**src/rtl/iira_pkg.sv**
```systemverilog
`timescale 1ns / 1ps

package iira_pkg;

  localparam int DEPTH  = 64;
  localparam int ADDR_W = $clog2(DEPTH);
  localparam int CNT_W  = $clog2(DEPTH + 1);
  localparam int WORD_W = 64;
  localparam int ACT_W  = 3;
  localparam int POS_W  = 7;
  localparam int STAT_W = 2;
  localparam int CMP_W  = (POS_W > CNT_W) ? POS_W : CNT_W;

  localparam int IN_FIELDS_W  = ACT_W + POS_W + WORD_W;
  localparam int OUT_FIELDS_W = STAT_W + WORD_W + CNT_W;
  localparam int IN_TDATA_W   = ((IN_FIELDS_W + 7) / 8) * 8;
  localparam int OUT_TDATA_W  = ((OUT_FIELDS_W + 7) / 8) * 8;

  typedef enum logic [ACT_W-1:0] {
    ACT_PUSH    = 3'd0,
    ACT_POP     = 3'd1,
    ACT_INSERT  = 3'd2,
    ACT_REMOVE  = 3'd3,
    ACT_REVERSE = 3'd4,
    ACT_CLEAR   = 3'd5,
    ACT_READ    = 3'd6
  } act_e;

  typedef enum logic [STAT_W-1:0] {
    STAT_OK    = 2'd0,
    STAT_RANGE = 2'd1,
    STAT_FULL  = 2'd2,
    STAT_EMPTY = 2'd3
  } stat_e;

  typedef enum logic [2:0] {
    S_IDLE,
    S_RD_WAIT,
    S_INS_SHIFT,
    S_REM_SHIFT,
    S_REV_RD_LO,
    S_REV_RD_HI,
    S_REV_WR_LO,
    S_REV_WR_HI
  } state_e;

  typedef enum logic [2:0] {
    WR_NONE,
    WR_PUSH,
    WR_INS,
    WR_REV_LO,
    WR_REV_HI
  } wr_sel_e;

  typedef enum logic [1:0] {
    RD_NONE,
    RD_POS,
    RD_LO,
    RD_HI
  } rd_sel_e;

  typedef enum logic [1:0] {
    CNT_HOLD,
    CNT_INC,
    CNT_DEC,
    CNT_CLR
  } cnt_op_e;

  typedef struct packed {
    wr_sel_e wr_sel;
    rd_sel_e rd_sel;
    cnt_op_e cnt_op;
    logic    shift_init_ins;
    logic    shift_init_rem;
    logic    shift_step;
    logic    rev_init;
    logic    rev_step;
    logic    tmp_load;
    logic    res_load;
    stat_e   res_status;
    logic    res_use_rdata;
  } ctrl_cmd_t;

  typedef struct packed {
    logic full;
    logic empty;
    logic pos_gt_cnt;
    logic pos_ge_cnt;
    logic cnt_lt2;
    logic shift_done;
    logic rev_done;
    logic can_load;
  } dp_sts_t;

endpackage

```
**src/rtl/indexed_insert_remove_array.sv**
```systemverilog
`timescale 1ns / 1ps
// Push, pop, clear, rejected actions and short reverses give their word in the cycle after
// acceptance; a read first waits in the read-wait state for the memory word.
// Insert and remove move one entry per cycle through the memory, which has one read and one
// write port; insert then writes the new word. Reverse swaps each pair: read low, read high,
// write low, write high. A new word is accepted only when idle and the output register has room.
// Reset clears the element count and the control state; the element memory is not cleared.

module indexed_insert_remove_array (
  input  logic                             clk_i,
  input  logic                             rst_ni,
  input  logic                             s_axis_tvalid,
  output logic                             s_axis_tready,
  // Fields from bit 0: action (3), position (7), item_word (64), zero fill.
  input  logic [iira_pkg::IN_TDATA_W-1:0]  s_axis_tdata,
  output logic                             m_axis_tvalid,
  input  logic                             m_axis_tready,
  // Fields from bit 0: status (2), read_word (64), fill_count (7), zero fill.
  output logic [iira_pkg::OUT_TDATA_W-1:0] m_axis_tdata
);

  logic [iira_pkg::ACT_W-1:0]  in_action;
  logic [iira_pkg::POS_W-1:0]  in_pos;
  logic [iira_pkg::WORD_W-1:0] in_word;
  logic [iira_pkg::STAT_W-1:0] out_status;
  logic [iira_pkg::WORD_W-1:0] out_word;
  logic [iira_pkg::CNT_W-1:0]  out_fill;
  iira_pkg::ctrl_cmd_t         cmd;
  iira_pkg::dp_sts_t           sts;

  assign in_action = s_axis_tdata[iira_pkg::ACT_W-1:0];
  assign in_pos    = s_axis_tdata[iira_pkg::ACT_W +: iira_pkg::POS_W];
  assign in_word   = s_axis_tdata[iira_pkg::ACT_W + iira_pkg::POS_W +: iira_pkg::WORD_W];

  iira_ctrl u_ctrl (
    .clk_i      (clk_i),
    .rst_ni     (rst_ni),
    .in_valid_i (s_axis_tvalid),
    .in_ready_o (s_axis_tready),
    .in_action_i(in_action),
    .sts_i      (sts),
    .cmd_o      (cmd)
  );

  iira_datapath u_datapath (
    .clk_i       (clk_i),
    .rst_ni      (rst_ni),
    .in_pos_i    (in_pos),
    .in_word_i   (in_word),
    .cmd_i       (cmd),
    .sts_o       (sts),
    .out_ready_i (m_axis_tready),
    .out_valid_o (m_axis_tvalid),
    .out_status_o(out_status),
    .out_word_o  (out_word),
    .out_fill_o  (out_fill)
  );

  assign m_axis_tdata = iira_pkg::OUT_TDATA_W'({out_fill, out_word, out_status});

endmodule

```
**src/rtl/iira_ram.sv**
```systemverilog
`timescale 1ns / 1ps

module iira_ram #(
  parameter int WIDTH = 64,
  parameter int DEPTH = 64
) (
  input  logic                     clk_i,
  input  logic                     we_i,
  input  logic [$clog2(DEPTH)-1:0] waddr_i,
  input  logic [WIDTH-1:0]         wdata_i,
  input  logic                     re_i,
  input  logic [$clog2(DEPTH)-1:0] raddr_i,
  output logic [WIDTH-1:0]         rdata_o
);

  logic [WIDTH-1:0] mem_q [DEPTH];
  logic [WIDTH-1:0] rdata_q;

  always_ff @(posedge clk_i) begin
    if (we_i) begin
      mem_q[waddr_i] <= wdata_i;
    end
    if (re_i) begin
      rdata_q <= mem_q[raddr_i];
    end
  end

  assign rdata_o = rdata_q;

endmodule

```
**src/rtl/iira_datapath.sv**
```systemverilog
`timescale 1ns / 1ps

module iira_datapath (
  input  logic                        clk_i,
  input  logic                        rst_ni,
  input  logic [iira_pkg::POS_W-1:0]  in_pos_i,
  input  logic [iira_pkg::WORD_W-1:0] in_word_i,
  input  iira_pkg::ctrl_cmd_t         cmd_i,
  output iira_pkg::dp_sts_t           sts_o,
  input  logic                        out_ready_i,
  output logic                        out_valid_o,
  output logic [iira_pkg::STAT_W-1:0] out_status_o,
  output logic [iira_pkg::WORD_W-1:0] out_word_o,
  output logic [iira_pkg::CNT_W-1:0]  out_fill_o
);

  logic [iira_pkg::CNT_W-1:0]  cnt_q, cnt_d;
  logic [iira_pkg::CNT_W-1:0]  mv_q;
  logic [iira_pkg::ADDR_W-1:0] src_q, dst_q;
  logic                        pend_q;
  logic                        dir_ins_q;
  logic [iira_pkg::ADDR_W-1:0] lo_q, hi_q;
  logic [iira_pkg::ADDR_W-1:0] pos_q;
  logic [iira_pkg::WORD_W-1:0] word_q;
  logic [iira_pkg::WORD_W-1:0] tmp_q;

  logic                        out_valid_q;
  logic [iira_pkg::STAT_W-1:0] out_status_q;
  logic [iira_pkg::WORD_W-1:0] out_word_q;
  logic [iira_pkg::CNT_W-1:0]  out_fill_q;

  logic [iira_pkg::CMP_W-1:0]  pos_x, cnt_x;
  logic [iira_pkg::CNT_W-1:0]  cnt_m1;
  logic [iira_pkg::POS_W-1:0]  pos_p1;
  logic                        can_load;

  logic                        ram_we, ram_re;
  logic [iira_pkg::ADDR_W-1:0] ram_waddr, ram_raddr;
  logic [iira_pkg::WORD_W-1:0] ram_wdata, ram_rdata;

  assign pos_x    = iira_pkg::CMP_W'(in_pos_i);
  assign cnt_x    = iira_pkg::CMP_W'(cnt_q);
  assign cnt_m1   = cnt_q - iira_pkg::CNT_W'(1);
  assign pos_p1   = in_pos_i + iira_pkg::POS_W'(1);
  assign can_load = !out_valid_q || out_ready_i;

  assign sts_o.full       = (cnt_q == iira_pkg::CNT_W'(iira_pkg::DEPTH));
  assign sts_o.empty      = (cnt_q == '0);
  assign sts_o.pos_gt_cnt = (pos_x > cnt_x);
  assign sts_o.pos_ge_cnt = (pos_x >= cnt_x);
  assign sts_o.cnt_lt2    = (cnt_q < iira_pkg::CNT_W'(2));
  assign sts_o.shift_done = (mv_q == '0) && !pend_q;
  assign sts_o.rev_done   = !(lo_q < hi_q);
  assign sts_o.can_load   = can_load;

  always_comb begin
    ram_we    = 1'b0;
    ram_waddr = '0;
    ram_wdata = '0;
    case (cmd_i.wr_sel)
      iira_pkg::WR_PUSH: begin
        ram_we    = 1'b1;
        ram_waddr = cnt_q[iira_pkg::ADDR_W-1:0];
        ram_wdata = in_word_i;
      end
      iira_pkg::WR_INS: begin
        ram_we    = 1'b1;
        ram_waddr = pos_q;
        ram_wdata = word_q;
      end
      iira_pkg::WR_REV_LO: begin
        ram_we    = 1'b1;
        ram_waddr = lo_q;
        ram_wdata = ram_rdata;
      end
      iira_pkg::WR_REV_HI: begin
        ram_we    = 1'b1;
        ram_waddr = hi_q;
        ram_wdata = tmp_q;
      end
      default: begin
        if (cmd_i.shift_step && pend_q) begin
          ram_we    = 1'b1;
          ram_waddr = dst_q;
          ram_wdata = ram_rdata;
        end
      end
    endcase
  end

  always_comb begin
    ram_re    = 1'b0;
    ram_raddr = '0;
    case (cmd_i.rd_sel)
      iira_pkg::RD_POS: begin
        ram_re    = 1'b1;
        ram_raddr = in_pos_i[iira_pkg::ADDR_W-1:0];
      end
      iira_pkg::RD_LO: begin
        ram_re    = 1'b1;
        ram_raddr = lo_q;
      end
      iira_pkg::RD_HI: begin
        ram_re    = 1'b1;
        ram_raddr = hi_q;
      end
      default: begin
        if (cmd_i.shift_step && (mv_q != '0)) begin
          ram_re    = 1'b1;
          ram_raddr = src_q;
        end
      end
    endcase
  end

  iira_ram #(
    .WIDTH(iira_pkg::WORD_W),
    .DEPTH(iira_pkg::DEPTH)
  ) u_ram (
    .clk_i  (clk_i),
    .we_i   (ram_we),
    .waddr_i(ram_waddr),
    .wdata_i(ram_wdata),
    .re_i   (ram_re),
    .raddr_i(ram_raddr),
    .rdata_o(ram_rdata)
  );

  always_comb begin
    case (cmd_i.cnt_op)
      iira_pkg::CNT_INC: cnt_d = cnt_q + iira_pkg::CNT_W'(1);
      iira_pkg::CNT_DEC: cnt_d = cnt_m1;
      iira_pkg::CNT_CLR: cnt_d = '0;
      default:           cnt_d = cnt_q;
    endcase
  end

  always_ff @(posedge clk_i or negedge rst_ni) begin
    if (!rst_ni) begin
      cnt_q       <= '0;
      mv_q        <= '0;
      src_q       <= '0;
      dst_q       <= '0;
      pend_q      <= 1'b0;
      dir_ins_q   <= 1'b0;
      lo_q        <= '0;
      hi_q        <= '0;
      out_valid_q <= 1'b0;
    end else begin
      cnt_q <= cnt_d;
      if (cmd_i.shift_init_ins) begin
        mv_q      <= iira_pkg::CNT_W'(cnt_x - pos_x);
        src_q     <= cnt_m1[iira_pkg::ADDR_W-1:0];
        dir_ins_q <= 1'b1;
        pend_q    <= 1'b0;
      end else if (cmd_i.shift_init_rem) begin
        mv_q      <= iira_pkg::CNT_W'(cnt_x - pos_x - iira_pkg::CMP_W'(1));
        src_q     <= pos_p1[iira_pkg::ADDR_W-1:0];
        dir_ins_q <= 1'b0;
        pend_q    <= 1'b0;
      end else if (cmd_i.shift_step) begin
        if (mv_q != '0) begin
          mv_q   <= mv_q - iira_pkg::CNT_W'(1);
          pend_q <= 1'b1;
          if (dir_ins_q) begin
            dst_q <= src_q + iira_pkg::ADDR_W'(1);
            src_q <= src_q - iira_pkg::ADDR_W'(1);
          end else begin
            dst_q <= src_q - iira_pkg::ADDR_W'(1);
            src_q <= src_q + iira_pkg::ADDR_W'(1);
          end
        end else begin
          pend_q <= 1'b0;
        end
      end
      if (cmd_i.rev_init) begin
        lo_q <= '0;
        hi_q <= cnt_m1[iira_pkg::ADDR_W-1:0];
      end else if (cmd_i.rev_step) begin
        lo_q <= lo_q + iira_pkg::ADDR_W'(1);
        hi_q <= hi_q - iira_pkg::ADDR_W'(1);
      end
      if (cmd_i.res_load) begin
        out_valid_q <= 1'b1;
      end else if (out_ready_i) begin
        out_valid_q <= 1'b0;
      end
    end
  end

  always_ff @(posedge clk_i) begin
    if (cmd_i.shift_init_ins) begin
      pos_q  <= in_pos_i[iira_pkg::ADDR_W-1:0];
      word_q <= in_word_i;
    end
    if (cmd_i.tmp_load) begin
      tmp_q <= ram_rdata;
    end
    if (cmd_i.res_load) begin
      out_status_q <= cmd_i.res_status;
      out_word_q   <= cmd_i.res_use_rdata ? ram_rdata : '0;
      out_fill_q   <= cnt_d;
    end
  end

  assign out_valid_o  = out_valid_q;
  assign out_status_o = out_status_q;
  assign out_word_o   = out_word_q;
  assign out_fill_o   = out_fill_q;

  a_cnt_bound: assert property (@(posedge clk_i) disable iff (!rst_ni)
    cnt_q <= iira_pkg::CNT_W'(iira_pkg::DEPTH))
    else $error("element count exceeds depth");

  a_load_room: assert property (@(posedge clk_i) disable iff (!rst_ni)
    cmd_i.res_load |-> can_load)
    else $error("result overwritten before it was taken");

  a_pend_src: assert property (@(posedge clk_i) disable iff (!rst_ni)
    pend_q |-> $past(cmd_i.shift_step))
    else $error("shift write pending without a shift read");

  a_cnt_change: assert property (@(posedge clk_i) disable iff (!rst_ni)
    (cnt_q != $past(cnt_q)) |-> $past(cmd_i.res_load))
    else $error("count changed without a result");

  a_wr_port: assert property (@(posedge clk_i) disable iff (!rst_ni)
    (cmd_i.wr_sel != iira_pkg::WR_NONE) |-> !(cmd_i.shift_step && pend_q))
    else $error("two writes to the element memory in one cycle");

endmodule

```
**src/rtl/iira_ctrl.sv**
```systemverilog
`timescale 1ns / 1ps

module iira_ctrl (
  input  logic                       clk_i,
  input  logic                       rst_ni,
  input  logic                       in_valid_i,
  output logic                       in_ready_o,
  input  logic [iira_pkg::ACT_W-1:0] in_action_i,
  input  iira_pkg::dp_sts_t          sts_i,
  output iira_pkg::ctrl_cmd_t        cmd_o
);

  iira_pkg::state_e state_q, state_d;

  always_ff @(posedge clk_i or negedge rst_ni) begin
    if (!rst_ni) begin
      state_q <= iira_pkg::S_IDLE;
    end else begin
      state_q <= state_d;
    end
  end

  always_comb begin
    state_d    = state_q;
    in_ready_o = 1'b0;
    cmd_o      = '{
      wr_sel:         iira_pkg::WR_NONE,
      rd_sel:         iira_pkg::RD_NONE,
      cnt_op:         iira_pkg::CNT_HOLD,
      res_status:     iira_pkg::STAT_OK,
      default:        1'b0
    };
    unique case (state_q)
      iira_pkg::S_IDLE: begin
        in_ready_o = sts_i.can_load;
        if (in_valid_i && sts_i.can_load) begin
          unique case (iira_pkg::act_e'(in_action_i))
            iira_pkg::ACT_PUSH: begin
              cmd_o.res_load = 1'b1;
              if (sts_i.full) begin
                cmd_o.res_status = iira_pkg::STAT_FULL;
              end else begin
                cmd_o.wr_sel = iira_pkg::WR_PUSH;
                cmd_o.cnt_op = iira_pkg::CNT_INC;
              end
            end
            iira_pkg::ACT_POP: begin
              cmd_o.res_load = 1'b1;
              if (sts_i.empty) begin
                cmd_o.res_status = iira_pkg::STAT_EMPTY;
              end else begin
                cmd_o.cnt_op = iira_pkg::CNT_DEC;
              end
            end
            iira_pkg::ACT_INSERT: begin
              if (sts_i.pos_gt_cnt) begin
                cmd_o.res_load   = 1'b1;
                cmd_o.res_status = iira_pkg::STAT_RANGE;
              end else if (sts_i.full) begin
                cmd_o.res_load   = 1'b1;
                cmd_o.res_status = iira_pkg::STAT_FULL;
              end else begin
                cmd_o.shift_init_ins = 1'b1;
                state_d              = iira_pkg::S_INS_SHIFT;
              end
            end
            iira_pkg::ACT_REMOVE: begin
              if (sts_i.pos_ge_cnt) begin
                cmd_o.res_load   = 1'b1;
                cmd_o.res_status = iira_pkg::STAT_RANGE;
              end else begin
                cmd_o.shift_init_rem = 1'b1;
                state_d              = iira_pkg::S_REM_SHIFT;
              end
            end
            iira_pkg::ACT_REVERSE: begin
              if (sts_i.cnt_lt2) begin
                cmd_o.res_load = 1'b1;
              end else begin
                cmd_o.rev_init = 1'b1;
                state_d        = iira_pkg::S_REV_RD_LO;
              end
            end
            iira_pkg::ACT_CLEAR: begin
              cmd_o.res_load = 1'b1;
              cmd_o.cnt_op   = iira_pkg::CNT_CLR;
            end
            iira_pkg::ACT_READ: begin
              if (sts_i.pos_ge_cnt) begin
                cmd_o.res_load   = 1'b1;
                cmd_o.res_status = iira_pkg::STAT_RANGE;
              end else begin
                cmd_o.rd_sel = iira_pkg::RD_POS;
                state_d      = iira_pkg::S_RD_WAIT;
              end
            end
            default: begin
              cmd_o.res_load = 1'b1;
            end
          endcase
        end
      end
      iira_pkg::S_RD_WAIT: begin
        if (sts_i.can_load) begin
          cmd_o.res_load      = 1'b1;
          cmd_o.res_use_rdata = 1'b1;
          state_d             = iira_pkg::S_IDLE;
        end
      end
      iira_pkg::S_INS_SHIFT: begin
        if (!sts_i.shift_done) begin
          cmd_o.shift_step = 1'b1;
        end else if (sts_i.can_load) begin
          cmd_o.wr_sel   = iira_pkg::WR_INS;
          cmd_o.cnt_op   = iira_pkg::CNT_INC;
          cmd_o.res_load = 1'b1;
          state_d        = iira_pkg::S_IDLE;
        end
      end
      iira_pkg::S_REM_SHIFT: begin
        if (!sts_i.shift_done) begin
          cmd_o.shift_step = 1'b1;
        end else if (sts_i.can_load) begin
          cmd_o.cnt_op   = iira_pkg::CNT_DEC;
          cmd_o.res_load = 1'b1;
          state_d        = iira_pkg::S_IDLE;
        end
      end
      iira_pkg::S_REV_RD_LO: begin
        if (!sts_i.rev_done) begin
          cmd_o.rd_sel = iira_pkg::RD_LO;
          state_d      = iira_pkg::S_REV_RD_HI;
        end else if (sts_i.can_load) begin
          cmd_o.res_load = 1'b1;
          state_d        = iira_pkg::S_IDLE;
        end
      end
      iira_pkg::S_REV_RD_HI: begin
        cmd_o.rd_sel   = iira_pkg::RD_HI;
        cmd_o.tmp_load = 1'b1;
        state_d        = iira_pkg::S_REV_WR_LO;
      end
      iira_pkg::S_REV_WR_LO: begin
        cmd_o.wr_sel = iira_pkg::WR_REV_LO;
        state_d      = iira_pkg::S_REV_WR_HI;
      end
      iira_pkg::S_REV_WR_HI: begin
        cmd_o.wr_sel   = iira_pkg::WR_REV_HI;
        cmd_o.rev_step = 1'b1;
        state_d        = iira_pkg::S_REV_RD_LO;
      end
      default: begin
        state_d = iira_pkg::S_IDLE;
      end
    endcase
  end

endmodule
```
**config.mk**
```make
export PLATFORM = sky130hd
export DESIGN_NAME = indexed_insert_remove_array
export DESIGN_NICKNAME = d
export VERILOG_FILES = /design/src/rtl/iira_pkg.sv /design/src/rtl/indexed_insert_remove_array.sv /design/src/rtl/iira_ram.sv /design/src/rtl/iira_datapath.sv /design/src/rtl/iira_ctrl.sv
export SDC_FILE = /design/constraint.sdc
export NUM_CORES = 2
export LEC_CHECK = 0
export BUFFER_PORTS_ARGS = -buffer_cell sky130_fd_sc_hd__clkbuf_2
export CAP_MARGIN = 10
export CORE_ASPECT_RATIO = 0.9
export CORE_MARGIN = 3
export CORE_UTILIZATION = 48
export DETAILED_ROUTE_END_ITERATION = 7
export HOLD_SLACK_MARGIN = 0.06
export SYNTH_ARGS = -nofsm -noshare
export SYNTH_HDL_FRONTEND = slang
export SYNTH_SLANG_ARGS = --single-unit
```
**constraint.sdc**
```tcl
create_clock -name clk_i -period 14.35 [get_ports clk_i]
set_clock_uncertainty 0.15 [all_clocks]
set_input_delay 0.7175 -clock clk_i [delete_from_list [all_inputs] [get_ports clk_i]]
set_output_delay 0.7175 -clock clk_i [all_outputs]
set_load 0.03 [all_outputs]
```
==> results.yml <==
layout:
  areaGrowthSynthToFinish_pct: 12.7
  fillers: 27662
  multi_input_area_um2: 37100
  instances_no_fill: 15894
  layout_common_cells: "4367 x edfxtp_1, 1592 x nand2_1, 1095 x mux2i_1"
  nNetsFinal: 10928
  fin_util_pct: 54.5
  regArea_um2: 132000
  design_area_um2: 193000
  layout_commonest_cell: "edfxtp_1"
  final_layout_size_suffix_gt1_share_pct: 12.1
timing:
  rsz0062_at_grt: "no"
  setup_tns_ps: 0
  hold_viol: 0
  max_freq_ghz: 0.124
  worstMarginPinSlew_ps: 1300
  relSlewSlack_pct: 13.3
  fin_crit_ps: 8070
  slew_viol_final: 0
  fin_crit_sh_pct: 56.3
  setup_viol_count_final: 0
  hold_slack_ps: 145
grt:
  grt_usage_pct: 29.0
  grt_overflow: 0
  grt_pass1_vias: 96700
  antenna_found_initial: 19
  grt_pass1_wl_um: 750000
  grt_max_degree: 147
clock_network:
  cts_root_buf: "clkbuf_16"
  hold_buffers: 75
  cts_resized: 0
  cts.clk_slew.worst_paths_ps: 60
  clockBufferDepth: 4
  htree_num_levels: 5
  clock_latency_ps: 1020
  post-cts-setup-buffers: 0
  clock-sinks: 4411
  cts_made_buffers: 434
  cts_tree: "built"
job:
  maxCapViolations: 0
placed_design:
  place_hpwl_um: 289000
  place_inst: 15013
  gpl.final_weighted_congestion: 0.836
  port_buffers: 152
  dpl_cell_area_um2: 179000
detailed_routing:
  drt-total-wl_um: 545000
  wl_per_cell_um: 34.3
  drt_iter0_markers: 16943
  ant_nets: 0
  vias: 102725
  drc_errors: 19
  firstDrtPassIters: 8
  via_per_inst: 6.46
logic_synthesis:
  synth_area_leaders: "edfxtp_1 76%, mux2i_1 6.4%, nand2_1 3.5%"
  synthesis.area_um2: 172000
  synth_cells: 10497
  synth_top_family_by_area: "multiplexers"
  synth_compound_area_share_pct: 7.12
  ys_warn_count: 0
  synth_simple_gate_area_share_pct: 5.62
  synth.top_cell.area_share_pct: 76.4
  synth_fa_ha_area_share_pct: 0.157
  yosysTopAreaCell: "edfxtp_1"
  yosys_register_bits: 4411
  avgSynthCellArea_um2: 16.4
  seq_area_frac_synth_pct: 77.0
  synth_ff_type: "edfxtp_1"
  synthArstFlopShare_pct: 0.998
  yosys.cell_types.count: 71
  synthXorXnorAreaFrac_pct: 0.163
  synth_edf_count: 4367
  synthMuxAreaShare_pct: 8.08
floorplan:
  boundaryPins: 166
  die_y_um: 573
  die_w_um: 636
  row_count: 207
  initial_core_util_pct: 48.4
  die_area_um2: 365000
  core-area_um2: 355000
critical_path:
  cp_slowest_cell: "buf_4"
  crit_required_ps: 14860
  crit_path_end_kind: "register"
  arrival_ps: 8580
  crit_top_cell: "buf_4"
  crit_chain: "dlygate4sd3_1 > clkbuf_2 > inv_1 > ha_1 > nand4_1 > a21o_1 > a2111oi_0 > nor2_1 > o21ai_4 > buf_4 > buf_4 > buf_4 > buf_4 > buf_4 > mux4_2 > a2111oi_0 > o211a_1 > a41oi_1"
  startpoint_type: "primary input"
  cp_max_fo: 45
  cp_slowest_stage_delay_ps: 790
  worstSetupPathType: "primary input to register"
power:
  ir_worst_vdd_mv: 0.261
  power_density_nw_per_um2: 249
  power_leakage_uw: 0.0662
run_status:
  status: "finished with violations"
  violations: "design-rule violations"
worst_hold_path:
  hold_path_class: "primary input to register"
[critical path, delay by kind of cell]
family / cells / cell delay, ps
buffers and inverters: 8 / 4430
AOI/OAI and AO/OA: 6 / 2030
and+or+nand+nor: 2 / 440
muxes: 1 / 400
adders and majority gates: 1 / 380
[state kept, by name (all words and copies together), names as in the netlist, 3 cells and up]
register and cells:
u_datapath.mv_q 7, u_datapath.u_ram.mem_q 4096, u_datapath.tmp_q 64, u_datapath.dst_q 6
u_datapath.src_q 6, u_datapath.lo_q 6, u_datapath.pos_q 6, u_datapath.u_ram.rdata_o 64
u_datapath.word_q 64, u_datapath.hi_q 6, u_datapath.out_fill_o 7, u_ctrl.state_q 3
u_datapath.out_word_o 64, u_datapath.cnt_q 7
[final cells by class]
cell class,instances,area share [%]
antenna,11,0.0142
clock buffer,528,5.81
clock inverter,266,1.31
inverter,31,0.0615
multi-input combinational,5394,19.2
sequential,4411,68.4
tap,4702,3.04
timing repair buffer,551,2.17
[routing by layer]
layer | vias to the layer above | part of all wire (%) | GRT usage, %
li1 | 41983 | - | -
met1 | 53022 | 39 | 41.5
met2 | 6708 | 46 | 45.4
met3 | 1006 | 12 | 5.32
met4 | 6 | 3.3 | 9.00
met5 | - | 0.0073 | 0
[worst paths after layout]
kind	end	depth (start not counted)	startpoint	slack, ps
setup / recovery	u_datapath.u_ram.rdata_o[3]	18	s_axis_tdata[6]	6280
hold / removal	u_datapath.out_status_o[0]	3	s_axis_tdata[1]	150
setup reg to reg	u_datapath.u_ram.rdata_o[3]	16	u_datapath.cnt_q[0]	6310
hold reg to reg	u_datapath.tmp_q[30]	0	u_datapath.u_ram.rdata_o[30]	330
max in group asynchronous	u_datapath.src_q[3]	3	rst_ni	13310
min in group asynchronous	u_datapath.cnt_q[6]	3	rst_ni	270
[per-stage QoR]
stage | total power, uW | setup slack [ps]
after floorplan | 29800 | 8160
after global placement | 36500 | 6110
after detailed placement | 36900 | 6010
after CTS | 47900 | 6420
after global routing | 49700 | 6100
final | 48100 | 6280
[synth_stat cells (69+ instances only)]
master and n:
a21oi_1 619, mux4_2 129, nand3_1 221, a222oi_1 69, a2111oi_0 129, nor2_1 119, or3_1 70, nand2_1 1605
mux2i_1 1095, buf_2 223, edfxtp_1 4367, o22ai_1 453, o221ai_1 134, clkbuf_1 350, o21ai_0 157, a31oi_1 69
[cell families after synthesis]
| logic type | count (synthesis) |
|---|---|
| other | 1 |
| AND/OR/NAND/NOR | 2274 |
| XOR/XNOR | 32 |
| buffers and inverters | 698 |
| multiplexers | 1225 |
| AO/OA/AOI/OAI | 1835 |
| flip-flops | 4411 |
| adder cells (fa/ha/maj) | 21 |
[power by group]
group / internal [uW] / total, uW / switching (uW) / leakage, uW
Sequential: 17900 / 18400 / 485 / 0.0406
Clock: 6300 / 11200 / 4850 / 0.00670
Combinational: 4970 / 18600 / 13600 / 0.0188
(Power assumes the default switching activity.)
